===== src/sv/qvmm_pkg.sv =====
// shared types and constants of the q15 vector-matrix multiply-accumulate
package qvmm_pkg;

	localparam int COEF_BITS    = 16;
	localparam int Q15_SHIFT    = 15;
	localparam int CFG_BITS     = 11;
	localparam int CFG_IDX_BITS = 2;

	// configuration register indexes
	localparam logic [CFG_IDX_BITS-1:0] REG_NUM_ROWS     = 2'd0;
	localparam logic [CFG_IDX_BITS-1:0] REG_NUM_COLS     = 2'd1;
	localparam logic [CFG_IDX_BITS-1:0] REG_COMPLEX_MODE = 2'd2;

	// controller states
	typedef enum logic [1:0] {
		ST_OPEN = 2'b01,
		ST_BUSY = 2'b10
	} state_t;

	// commands from the controller to the datapath
	typedef struct packed {
		logic load_we;
		logic rd_en;
		logic mul_en;
		logic acc_en;
		logic acc_close;
		logic cmode;
	} cmd_t;

endpackage


===== src/sv/qvmm_ctrl.sv =====
// controller: handshakes, configuration, positions and pipeline control
module qvmm_ctrl #(
	parameter int MAX_ROWS = 1024,
	parameter int MAX_COLS = 1024,
	localparam int POS_W   = (MAX_ROWS > 1) ? $clog2(MAX_ROWS) : 1,
	localparam int COL_W   = (MAX_COLS > 1) ? $clog2(MAX_COLS) : 1
) (
	input  logic                               clk,
	input  logic                               arst_n,
	input  logic                               cfg_valid,
	output logic                               cfg_ready,
	input  logic [qvmm_pkg::CFG_IDX_BITS-1:0]  cfg_index,
	input  logic [qvmm_pkg::CFG_BITS-1:0]      cfg_data,
	input  logic                               in_valid,
	output logic                               in_ready,
	input  logic                               action,
	output logic                               out_valid,
	input  logic                               out_ready,
	output logic [COL_W-1:0]                   column_index,
	output logic                               last_column,
	output qvmm_pkg::cmd_t                     cmd,
	output logic [POS_W-1:0]                   wr_addr,
	output logic [POS_W-1:0]                   rd_addr
);

	localparam int RCNT_W = $clog2(MAX_ROWS + 1);
	localparam int CCNT_W = $clog2(MAX_COLS + 1);

	qvmm_pkg::state_t state_q;
	logic [qvmm_pkg::CFG_BITS-1:0] num_rows_q;
	logic [qvmm_pkg::CFG_BITS-1:0] num_cols_q;
	logic                          complex_q;
	logic [POS_W-1:0]              load_pos_q;
	logic [POS_W-1:0]              row_pos_q;
	logic [COL_W-1:0]              col_pos_q;
	logic                          mac_s1, close_s1, mac_s2, close_s2;
	logic                          out_valid_q;
	logic [COL_W-1:0]              col_idx_q;
	logic                          last_q;

	logic [RCNT_W-1:0] rows_lim;
	logic [CCNT_W-1:0] cols_lim;
	logic [RCNT_W:0]   load_next, row_next;
	logic [CCNT_W:0]   col_next;
	logic              load_wrap, closes, col_wrap;
	logic              in_fire, ld_fire, mac_fire, close_fire, out_fire;

	// zero acts as one, large values saturate
	always_comb begin
		if (num_rows_q == '0) begin
			rows_lim = RCNT_W'(1);
		end else if (32'(num_rows_q) > 32'(MAX_ROWS)) begin
			rows_lim = RCNT_W'(MAX_ROWS);
		end else begin
			rows_lim = RCNT_W'(num_rows_q);
		end
		if (num_cols_q == '0) begin
			cols_lim = CCNT_W'(1);
		end else if (32'(num_cols_q) > 32'(MAX_COLS)) begin
			cols_lim = CCNT_W'(MAX_COLS);
		end else begin
			cols_lim = CCNT_W'(num_cols_q);
		end
	end

	assign load_next = (RCNT_W + 1)'(load_pos_q) + 1'b1;
	assign row_next  = (RCNT_W + 1)'(row_pos_q) + 1'b1;
	assign col_next  = (CCNT_W + 1)'(col_pos_q) + 1'b1;
	assign load_wrap = load_next >= {1'b0, rows_lim};
	assign closes    = row_next >= {1'b0, rows_lim};
	assign col_wrap  = col_next >= {1'b0, cols_lim};

	// a column-closing coefficient waits until the previous result is gone
	assign in_ready   = !(action && closes && (state_q != qvmm_pkg::ST_OPEN));
	assign in_fire    = in_valid && in_ready;
	assign ld_fire    = in_fire && !action;
	assign mac_fire   = in_fire && action;
	assign close_fire = mac_fire && closes;
	assign out_fire   = out_valid_q && out_ready;
	assign cfg_ready  = 1'b1;

	always_ff @(posedge clk or negedge arst_n) begin
		if (!arst_n) begin
			num_rows_q <= qvmm_pkg::CFG_BITS'(1024);
			num_cols_q <= qvmm_pkg::CFG_BITS'(1024);
			complex_q  <= 1'b0;
		end else if (cfg_valid) begin
			case (cfg_index)
				qvmm_pkg::REG_NUM_ROWS:     num_rows_q <= cfg_data;
				qvmm_pkg::REG_NUM_COLS:     num_cols_q <= cfg_data;
				qvmm_pkg::REG_COMPLEX_MODE: complex_q  <= cfg_data[0];
				default: ;
			endcase
		end
	end

	always_ff @(posedge clk or negedge arst_n) begin
		if (!arst_n) begin
			state_q     <= qvmm_pkg::ST_OPEN;
			load_pos_q  <= '0;
			row_pos_q   <= '0;
			col_pos_q   <= '0;
			mac_s1      <= 1'b0;
			close_s1    <= 1'b0;
			mac_s2      <= 1'b0;
			close_s2    <= 1'b0;
			out_valid_q <= 1'b0;
			col_idx_q   <= '0;
			last_q      <= 1'b0;
		end else begin
			case (state_q)
				qvmm_pkg::ST_OPEN: begin
					if (close_fire) begin
						state_q <= qvmm_pkg::ST_BUSY;
					end
				end
				qvmm_pkg::ST_BUSY: begin
					if (out_fire) begin
						state_q <= qvmm_pkg::ST_OPEN;
					end
				end
				default: state_q <= qvmm_pkg::ST_OPEN;
			endcase

			if (ld_fire) begin
				load_pos_q <= load_wrap ? '0 : POS_W'(load_next);
			end
			if (mac_fire) begin
				row_pos_q <= closes ? '0 : POS_W'(row_next);
			end
			if (close_fire) begin
				col_pos_q <= col_wrap ? '0 : COL_W'(col_next);
				col_idx_q <= col_pos_q;
				last_q    <= col_wrap;
			end

			mac_s1   <= mac_fire;
			close_s1 <= close_fire;
			mac_s2   <= mac_s1;
			close_s2 <= close_s1;

			if (close_s2) begin
				out_valid_q <= 1'b1;
			end else if (out_fire) begin
				out_valid_q <= 1'b0;
			end
		end
	end

	always_comb begin
		cmd.load_we   = ld_fire;
		cmd.rd_en     = mac_fire;
		cmd.mul_en    = mac_s1;
		cmd.acc_en    = mac_s2;
		cmd.acc_close = close_s2;
		cmd.cmode     = complex_q;
	end

	assign wr_addr      = load_pos_q;
	assign rd_addr      = row_pos_q;
	assign out_valid    = out_valid_q;
	assign column_index = col_idx_q;
	assign last_column  = last_q;

	// at most one column result between the closing beat and delivery
	a_one_result: assert property (@(posedge clk) disable iff (!arst_n)
		$onehot0({close_s1, close_s2, out_valid_q}))
		else $error("more than one column result outstanding");

	a_open_clean: assert property (@(posedge clk) disable iff (!arst_n)
		(state_q == qvmm_pkg::ST_OPEN) |-> !(close_s1 || close_s2 || out_valid_q))
		else $error("open state with a result outstanding");

	a_out_free: assert property (@(posedge clk) disable iff (!arst_n)
		close_s2 |-> !out_valid_q)
		else $error("result lands on an occupied output register");

	a_reopen: assert property (@(posedge clk) disable iff (!arst_n)
		out_fire |=> (state_q == qvmm_pkg::ST_OPEN))
		else $error("controller did not reopen after result delivery");

endmodule


===== config.mk =====
export PLATFORM = sky130hd
export DESIGN_NAME = qvmm_ctrl
export DESIGN_NICKNAME = d
export VERILOG_FILES = /design/src/sv/qvmm_pkg.sv /design/src/sv/qvmm_ctrl.sv
export SDC_FILE = /design/constraint.sdc
export NUM_CORES = 1
export LEC_CHECK = 0
export BUFFER_PORTS_ARGS = -buffer_cell sky130_fd_sc_hd__buf_2
export CAP_MARGIN = 20
export CELL_PAD_IN_SITES_DETAIL_PLACEMENT = 1
export CELL_PAD_IN_SITES_GLOBAL_PLACEMENT = 2
export CORE_MARGIN = 2
export CORE_UTILIZATION = 39
export CTS_CLUSTER_DIAMETER = 100
export CTS_CLUSTER_SIZE = 24
export DETAILED_ROUTE_END_ITERATION = 8
export PLACE_DENSITY = 0.91
export SLEW_MARGIN = 20
export SYNTH_ARGS = -nofsm -noshare
export SYNTH_HDL_FRONTEND = slang
export SYNTH_SLANG_ARGS = --single-unit

===== constraint.sdc =====
create_clock -name clk -period 4.5 [get_ports clk]
set_clock_uncertainty 0.15 [all_clocks]
set_input_delay 0.45 -clock clk [delete_from_list [all_inputs] [get_ports clk]]
set_output_delay 0.45 -clock clk [all_outputs]
set_load 0.01 [all_outputs]

# [After elaboration in Yosys (flattened, before gate mapping)]
# Cells that the tools add are included.
[word_totals] reg_bits=71 in_bits=19 wordCells=58
[op_classes] addsub=3 order_cmp=5 eq_ne=7 n_mux=12 n_reduce_logical=17
[ops] cell="$mux 11" n=4
[ops] cell="$add 10x1->11 const B" n=3
[ops] cell="$ge 11x11->1" n=3
[ops] cell="$mux 10" n=3
[ops] cell="$gt 11x11->1 const B" n=2
[ops] cell="$logic_not 11->1" n=2
[ops] cell="$reduce_and 2->1" n=4
[ops] cell="$logic_and 1x1->1" n=7
[ops] cell="$eq 2x1->1 const B" n=2
[ops] cell="$eq 2x2->1 const B" n=2
[ops] cell="$mux 2" n=2
[ops] cell="$ne 2x2->1 const B" n=2
[ops] cell="$pmux 2 s2" n=1
[ops] cell="$logic_not 1->1" n=2
[ops] cell="$logic_not 2->1" n=1
[ops] cell="$mux 1" n=2
[ops] cell="$ne 2x1->1 const B" n=1
[ops] cell="$reduce_bool 2->1" n=1

# [Longest topological paths before layout]
# Gate-level depths: netlist of run 1.
[logic_depth] ltp_word=12 mapped_depth=14 mapped_depth_nobuf=13

# [Worst setup path before layout of run 1]
# Ideal clock, no wire load.
[synth_path] path_kind="reg2out" start="register row_pos_q[0] (netlist: rd_addr[0])" end="output cmd[4] (netlist name)" arrival_ps=2454 setup_slack_ps=1446 path_stages_with_launch=13 cell_sequence="dfrtp_1 ha_1 nand3_1 nor2_1 and3_1 and3_1 ha_1 a21oi_1 o21ai_1 a21oi_2 o21ai_4 inv_1 buf_4"
[synth_via] elab_chain_cells=7
[synth_rtl] item="start, declared" line="qvmm_ctrl.sv:34" rtl="logic [POS_W-1:0] row_pos_q;"
[synth_rtl] item="start signal, assigned" line="qvmm_ctrl.sv:129" rtl="row_pos_q <= closes ? '0 : POS_W'(row_next);"
[synth_rtl] item="$add 10x1->11" line="qvmm_ctrl.sv:67" rtl="assign row_next = (RCNT_W + 1)'(row_pos_q) + 1'b1;"
[synth_rtl] item="$ge 11x11->1" line="qvmm_ctrl.sv:70" rtl="assign closes = row_next >= {1'b0, rows_lim};"
[synth_rtl] item="$logic_and 1x1->1 (2 in series)" line="qvmm_ctrl.sv:74" rtl="assign in_ready = !(action && closes && (state_q != qvmm_pkg::ST_OPEN));"
[synth_rtl] item="$logic_not 1->1" line="qvmm_ctrl.sv:74"
[synth_rtl] item="$logic_and 1x1->1" line="qvmm_ctrl.sv:75" rtl="assign in_fire = in_valid && in_ready;"
[synth_rtl] item="$logic_and 1x1->1" line="qvmm_ctrl.sv:77" rtl="assign mac_fire = in_fire && action;"
[synth_rtl] item="end, declared" line="qvmm_ctrl.sv:21" rtl="output qvmm_pkg::cmd_t cmd,"
# No other way between the ends.

==> results of run 1 <==
-- flip-flops by register name (all words and copies together), names as in the netlist, 2 cells and up --
register / cells
col_pos_q: 10
column_index: 10
num_cols_q: 11
num_rows_q: 11
rd_addr: 10
state_q: 2
wr_addr: 10
-- synthesized netlist by cell type (all sizes together) --
master / instances / share of area, %
nand2: 80 / 7.2
dfrtp: 68 / 41
ha: 36 / 11
nor2: 34 / 3.1
mux2: 22 / 5.9
o21ai: 21 / 3.0
xnor2: 20 / 4.5
xor2: 17 / 3.5
a21oi: 16 / 2.1
buf: 14 / 2.1
nand3: 14 / 1.7
inv: 11 / 0.98
and3: 10 / 1.5
a22o: 6 / 1.3
nand2b: 6 / 0.89
nor2b: 5 / 0.75
nor4: 5 / 0.89
o211ai: 5 / 0.89
nand4: 4 / 0.60
o31ai: 4 / 0.83
clkbuf: 3 / 0.27
dfstp: 3 / 1.9
nand3b: 3 / 0.54
nor3: 3 / 0.48
nor3b: 3 / 0.54
a21o: 2 / 0.36
a31oi: 2 / 0.30
or2: 2 / 0.36
a2111oi: 1 / 0.21
a2bb2oi: 1 / 0.21
a31o: 1 / 0.21
a32oi: 1 / 0.66
and2: 1 / 0.15
and4: 1 / 0.24
clkinv: 1 / 0.089
conb: 1 / 0.089
o21a: 1 / 0.18
or3: 1 / 0.15
or3b: 1 / 0.21
-- path summary, 6_finish.rpt --
kind	slack, ns	from	depth (start not counted)	endpoint
setup / recovery	0.76	rd_addr[0]	12	cmd[4]
hold / removal	0.03	arst_n	1	complex_q
setup reg to reg	1.17	rd_addr[0]	14	col_pos_q[0]
hold reg to reg	0.20	close_s1	0	close_s2
max in group asynchronous	3.15	arst_n	2	state_q[0]
min in group clk	0.19	cfg_data[10]	3	num_rows_q[10]
-- metrics by stage --
step	hold WS, ns	total power [W]	std cells	area, um2
after floorplan	0.00441	0.00143	430	4200
after global placement	0.184	0.00165	609	4580
after detailed placement	0.187	0.00170	609	4580
after CTS	0.0567	0.00225	624	4780
after global routing	0.0894	0.00239	624	4780
final	0.0349	0.00221	624	4780
-- cell families (layout without fill, tap and decap cells) --
group	after synthesis	after routing	synth area share, %
other	1	1	0.0894
DFF	71	71	42.4
buffers and inverters	29	87	3.40
and+or+nand+nor	173	173	19.2
AOI/OAI and AO/OA	61	61	10.1
adders and majority gates	36	36	10.7
muxes	22	22	5.91
xor gates and xnor gates	37	37	8.08
-- worst reg2reg max path, stage by stage (launching register included) --
cell and delay [ns]:
dfrtp_1 0.46, ha_1 0.24, nand3_1 0.13, nor2_1 0.22
and3_1 0.25, and3_1 0.18, ha_1 0.26, a21oi_1 0.15
o21ai_1 0.12, a31o_1 0.22, o21ai_2 0.11, buf_4 0.27
inv_2 0.21, nand2b_1 0.15, o21ai_0 0.08
-- power groups by stage --
stage	combinational, W	clock, W	sequential (W)
after detailed placement	0.000778	0	0.000920
after floorplan	0.000514	0	0.000912
after CTS	0.000786	0.000552	0.000909
after global routing	0.000885	0.000578	0.000931
after global placement	0.000739	0	0.000910
final	0.000766	0.000534	0.000908
-- cell type report --
| class | instances | area, um2 | share of cell area, % |
|---|---|---|---|
| Clock buffer | 11 | 151 | 3.17 |
| Clock inverter | 4 | 53.8 | 1.13 |
| Timing Repair Buffer | 60 | 308 | 6.44 |
| Tap cell | 136 | 170 | 3.56 |
| Sequential cell | 71 | 1780 | 37.2 |
| Multi-Input combinational cell | 330 | 2270 | 47.5 |
| Inverter | 12 | 45.0 | 0.942 |
-- metal layers --
metal / routed length, um / GRT usage (%)
met1: 4510 / 23.8
met2: 5030 / 32.6
met3: 338 / 3.87
met4: 106 / 4.95
met5: 0 / 0
==> impl_metrics.env, run 1 <==
export IMPL_post_route_period_util_pct=83.0
export IMPL_ys_seq_elements=71
export IMPL_most_common_layout_cells="nand2_1, dfrtp_1, buf_2"
export IMPL_cp_arrival_ns=3.14
export IMPL_swShare_pct=37.4
export IMPL_die_h_um=108
export IMPL_nNetsFinal=539
export IMPL_power_density_nw_per_um2=462
export IMPL_power_frac_comb_pct=34.7
export IMPL_drt_iter0_drc=62
export IMPL_diodes=0
export IMPL_cts_buffer_depth=2
export IMPL_area_growth_pct=14.0
export IMPL_grt_use_total_pct=18.8
export IMPL_syn_area_um2=4200
export IMPL_fin_crit_ns=3.74
export IMPL_grt_pass1_wl_mm=17.0
export IMPL_cts_hold_buf=0
export IMPL_p_switching_w=0.000826
export IMPL_status="finished, final reports clean"
export IMPL_dpl_worst_slack_ns=1.16
export IMPL_synth_seq_area_share_pct=42.4
export IMPL_endpoint_kind="output port"
export IMPL_final_common_cell="nand2_1"
export IMPL_antenna_found_initial=0
export IMPL_fmaxAchievable_ghz=0.268
export IMPL_synthCells=430
export IMPL_firstDrtPassIters=4
export IMPL_wl_per_cell_um=16.0
export IMPL_grt_pass1_vias=3410
export IMPL_place_gp_congestion=0.834
export IMPL_initial_core_util_pct=40.5
export IMPL_hold_class="in -> async"
export IMPL_wl_mm=9.98
export IMPL_internal_power_w=0.00138
export IMPL_clkLatencyLatePin_ns=0.35
export IMPL_avgSynthCellArea_um2=9.76
export IMPL_worstPathCellList="ha_1, nand3_1, nor2_1, and3_1, and3_1, ha_1, a21oi_1, o21ai_1, a21oi_2, o21ai_4, inv_1, buf_2"
export IMPL_via_per_inst=5.13
export IMPL_finalSetupTns_ns=0
export IMPL_path_max_fanout=9
export IMPL_ios=59
export IMPL_ant_nets=0
export IMPL_io_buffers=57
export IMPL_path_clk_slew_ns=0.08
export IMPL_max_stage_delay_ns=0.46
export IMPL_critPathTopFamily="compound AO/OA/AOI/OAI gates"
export IMPL_dp_final_hpwl_mm=7.72
export IMPL_cts_resized=0
export IMPL_drive_above_1_share_pct=23.8
export IMPL_die_x_um=108
export IMPL_n_fill_cell=1213
export IMPL_cp_data_required_time_ns=3.90
export IMPL_crit_path_start_kind="flip-flop"
export IMPL_core_um2=10400
export IMPL_cts_made_buffers=9
export IMPL_ir_worst_vdd_mv=0.206
export IMPL_rsz0062_at_grt="no"
export IMPL_maxCapViolCount=0
export IMPL_power_leakage_nw=2.38
export IMPL_cts_setup_buffers=0
export IMPL_drc_errors=0
export IMPL_row_count=37
export IMPL_cts_tree="yes"
export IMPL_tightest_slew_ns=0.804
export IMPL_cts_sinks=71
export IMPL_crit_buf_inv=2
export IMPL_cts_root_buf="clkbuf_8"
export IMPL_ys_warn_count=0
export IMPL_finalSetupViolations=0
export IMPL_utilization_pct=46.1
export IMPL_num_vias=3199
export IMPL_h_tree_depth=3
export IMPL_finalWorstSetupSlack_ns=0.764
export IMPL_synth_cell_types=52
export IMPL_worst_path_max_delay_cell="dfrtp_1"
export IMPL_die_area_um2=11600
export IMPL_grt_ovfl_total=0
export IMPL_syn_nets=485
export IMPL_max_slew_margin_pct=46.4
export IMPL_critPathKind="reg -> out"
export IMPL_maxSlewViolCount=0
export IMPL_grt_max_degree=39
export IMPL_hold_violations=0
export IMPL_seq_power_share_pct=41.1
export IMPL_pwr_share_clk_pct=24.2
(Power assumes the default switching activity.)
==> inputs of run 2 (changes only) <==
--- a/config.mk
+++ b/config.mk
@@ -10,11 +10,11 @@
 export CELL_PAD_IN_SITES_DETAIL_PLACEMENT = 1
 export CELL_PAD_IN_SITES_GLOBAL_PLACEMENT = 2
 export CORE_MARGIN = 2
-export CORE_UTILIZATION = 39
+export CORE_UTILIZATION = 36
 export CTS_CLUSTER_DIAMETER = 100
 export CTS_CLUSTER_SIZE = 24
 export DETAILED_ROUTE_END_ITERATION = 8
-export PLACE_DENSITY = 0.91
+export PLACE_DENSITY = 0.85
 export SLEW_MARGIN = 20
 export SYNTH_ARGS = -nofsm -noshare
 export SYNTH_HDL_FRONTEND = slang
==> constraint.sdc (replaced) <==
create_clock -name clk -period 3.58 [get_ports clk]
set_clock_uncertainty 0.15 [all_clocks]
set_input_delay 0.358 -clock clk [delete_from_list [all_inputs] [get_ports clk]]
set_output_delay 0.358 -clock clk [all_outputs]
set_load 0.01 [all_outputs]
==> run 2 against run 1 <==
  * Clock power grew 74%
  * Final area grew 4.2%
  * Cell count grew 2.6%
  * Hold slack gained 0.064 ns
  * Count of clock-buffer cells in the layout is the same
  * Power grew 39%
  * Critical path depth is the same
  * Largest cell class unchanged
==> impl_metrics.env, run 2 (synthesized netlist as in run 1, its figures left out) <==
export IMPL_n_fill_cell=1339
export IMPL_most_common_layout_cells="nand2_1, dfrtp_1, buf_2"
export IMPL_cp_data_required_time_ns=3.07
export IMPL_wl_per_cell_um=16.3
export IMPL_cts_buffer_depth=2
export IMPL_io_buffers=57
export IMPL_hold_violations=0
export IMPL_finalSetupTns_ns=0
export IMPL_area_growth_pct=18.7
export IMPL_utilization_pct=43.6
export IMPL_grt_use_total_pct=17.3
export IMPL_diodes=0
export IMPL_post_route_period_util_pct=96.2
export IMPL_seqCellArea_um2=1780
export IMPL_power_leakage_nw=2.47
export IMPL_wl_mm=10.4
export IMPL_endpoint_kind="output port"
export IMPL_holdWs_ns=0.0986
export IMPL_cts_tree="yes"
export IMPL_grt_ovfl_total=0
export IMPL_finalSetupViolations=0
export IMPL_ant_nets=0
export IMPL_final_area_um2=4980
export IMPL_firstDrtPassIters=4
export IMPL_nNetsFinal=547
export IMPL_grt_max_degree=33
export IMPL_die_h_um=112
export IMPL_hold_class="in -> reg"
export IMPL_drt_iter0_drc=86
export IMPL_place_area_um2=4600
export IMPL_num_vias=3288
export IMPL_maxCapViolCount=0
export IMPL_via_per_inst=5.14
export IMPL_status="finished, final reports clean"
export IMPL_dp_final_hpwl_mm=7.74
export IMPL_place_gp_congestion=0.796
export IMPL_r2r_slack_ns=0.38
export IMPL_fmaxAchievable_ghz=0.290
export IMPL_cts_sinks=71
export IMPL_ios=59
export IMPL_clkLatencyLatePin_ns=0.34
export IMPL_max_slew_margin_pct=52.6
export IMPL_cp_arrival_ns=2.94
export IMPL_maxSlewViolCount=0
export IMPL_core_um2=11400
export IMPL_die_x_um=112
export IMPL_die_area_um2=12500
export IMPL_fin_crit_ns=3.44
export IMPL_initial_core_util_pct=36.7
export IMPL_h_tree_depth=3
export IMPL_row_count=39
export IMPL_drc_errors=0
export IMPL_ir_worst_vdd_mv=0.274
export IMPL_grt_pass1_vias=3386
export IMPL_antenna_found_initial=0
export IMPL_dpl_cell_count=618
export IMPL_drive_above_1_share_pct=26.2
export IMPL_crit_path_start_kind="flip-flop"
export IMPL_critPathKind="reg -> out"
export IMPL_layout_cells_non_filler=640
export IMPL_tightest_slew_ns=0.707
export IMPL_path_clk_slew_ns=0.06
export IMPL_reg_largest_list="num_cols_q: 11 flops, num_rows_q: 11 flops"
export IMPL_grt_pass1_wl_mm=17.1
export IMPL_path_max_fanout=7
export IMPL_cts_made_buffers=9
export IMPL_multi_input_area_um2=2290
export IMPL_final_common_cell="nand2_1"
export IMPL_power_density_nw_per_um2=617
export IMPL_cts_root_buf="clkbuf_16"
run 2: cell count changes in the layout (fill, tap and decap cells not counted), sizes merged:
cell         before  now
clkinv            1    4
inv              12   11
clkinvlp          2    1
dlygate4sd3       0    1
buf              60   67
run 2: critical path, stage by stage, from the launching register on:
cell,delay [ns]
dfrtp_2,0.42
ha_2,0.21
nand3_1,0.13
nor2_2,0.16
and3_4,0.22
and3_1,0.19
ha_1,0.26
a21oi_1,0.14
o21ai_1,0.13
a31o_1,0.24
or2_4,0.26
nand3_1,0.09
buf_2,0.13
run 2: metrics by stage:
stage | worst slack, ns | power [W]
after floorplan | 0.618 | 0.00179
after global placement | 0.441 | 0.00208
after detailed placement | 0.231 | 0.00213
after CTS | 0.00220 | 0.00309
after global routing | -0.0267 | 0.00329
final | 0.137 | 0.00307
run 2: where the power goes:
group	total (W)	switching (W)	internal, W
Sequential	0.00113	0.000176	0.000957
Clock	0.000927	0.000352	0.000576
Combinational	0.00101	0.000564	0.000451
run 2: layout make-up:
cell class | count | area share, %
sequential | 71 | 35.8
timing repair buffer | 68 | 7.44
clock buffer | 11 | 5.08
clock inverter | 5 | 1.13
tap | 143 | 3.59
multi-input combinational | 330 | 46.1
inverter | 12 | 0.905
run 2: timing repair:
| action | in CTS | in global routing |
|---|---|---|
| resized for setup | 3 | 4 |
| buffers inserted | 1 | 4 |
| endpoints found under the setup margin | 2 | 3 |
| pin swaps | 1 | 1 |
| hold endpoints to repair | 19 | 0 |
| hold buffers | 1 | 0 |
run 2: path summary, 6_finish.rpt:
check	endpoint	start	cells after the start
worst max-delay path	in_ready	rd_addr[0]	12
worst min-delay path	num_rows_q[10]	cfg_data[10]	3
worst max register to register	wr_addr[1]	wr_addr[0]	11
worst min register to register	close_s2	close_s1	0
max in group asynchronous	state_q[0]	arst_n	3
min in group asynchronous	complex_q	arst_n	2
run 2: per-layer routing:
metal  up-vias  GRT usage (%)  part of all wire, %
li1       1593              -                    -
met1      1630           23.0                   46
met2        53           27.9                   49
met3        12           2.89                  3.2
met4         0           7.64                  1.7
met5         -              0                    0
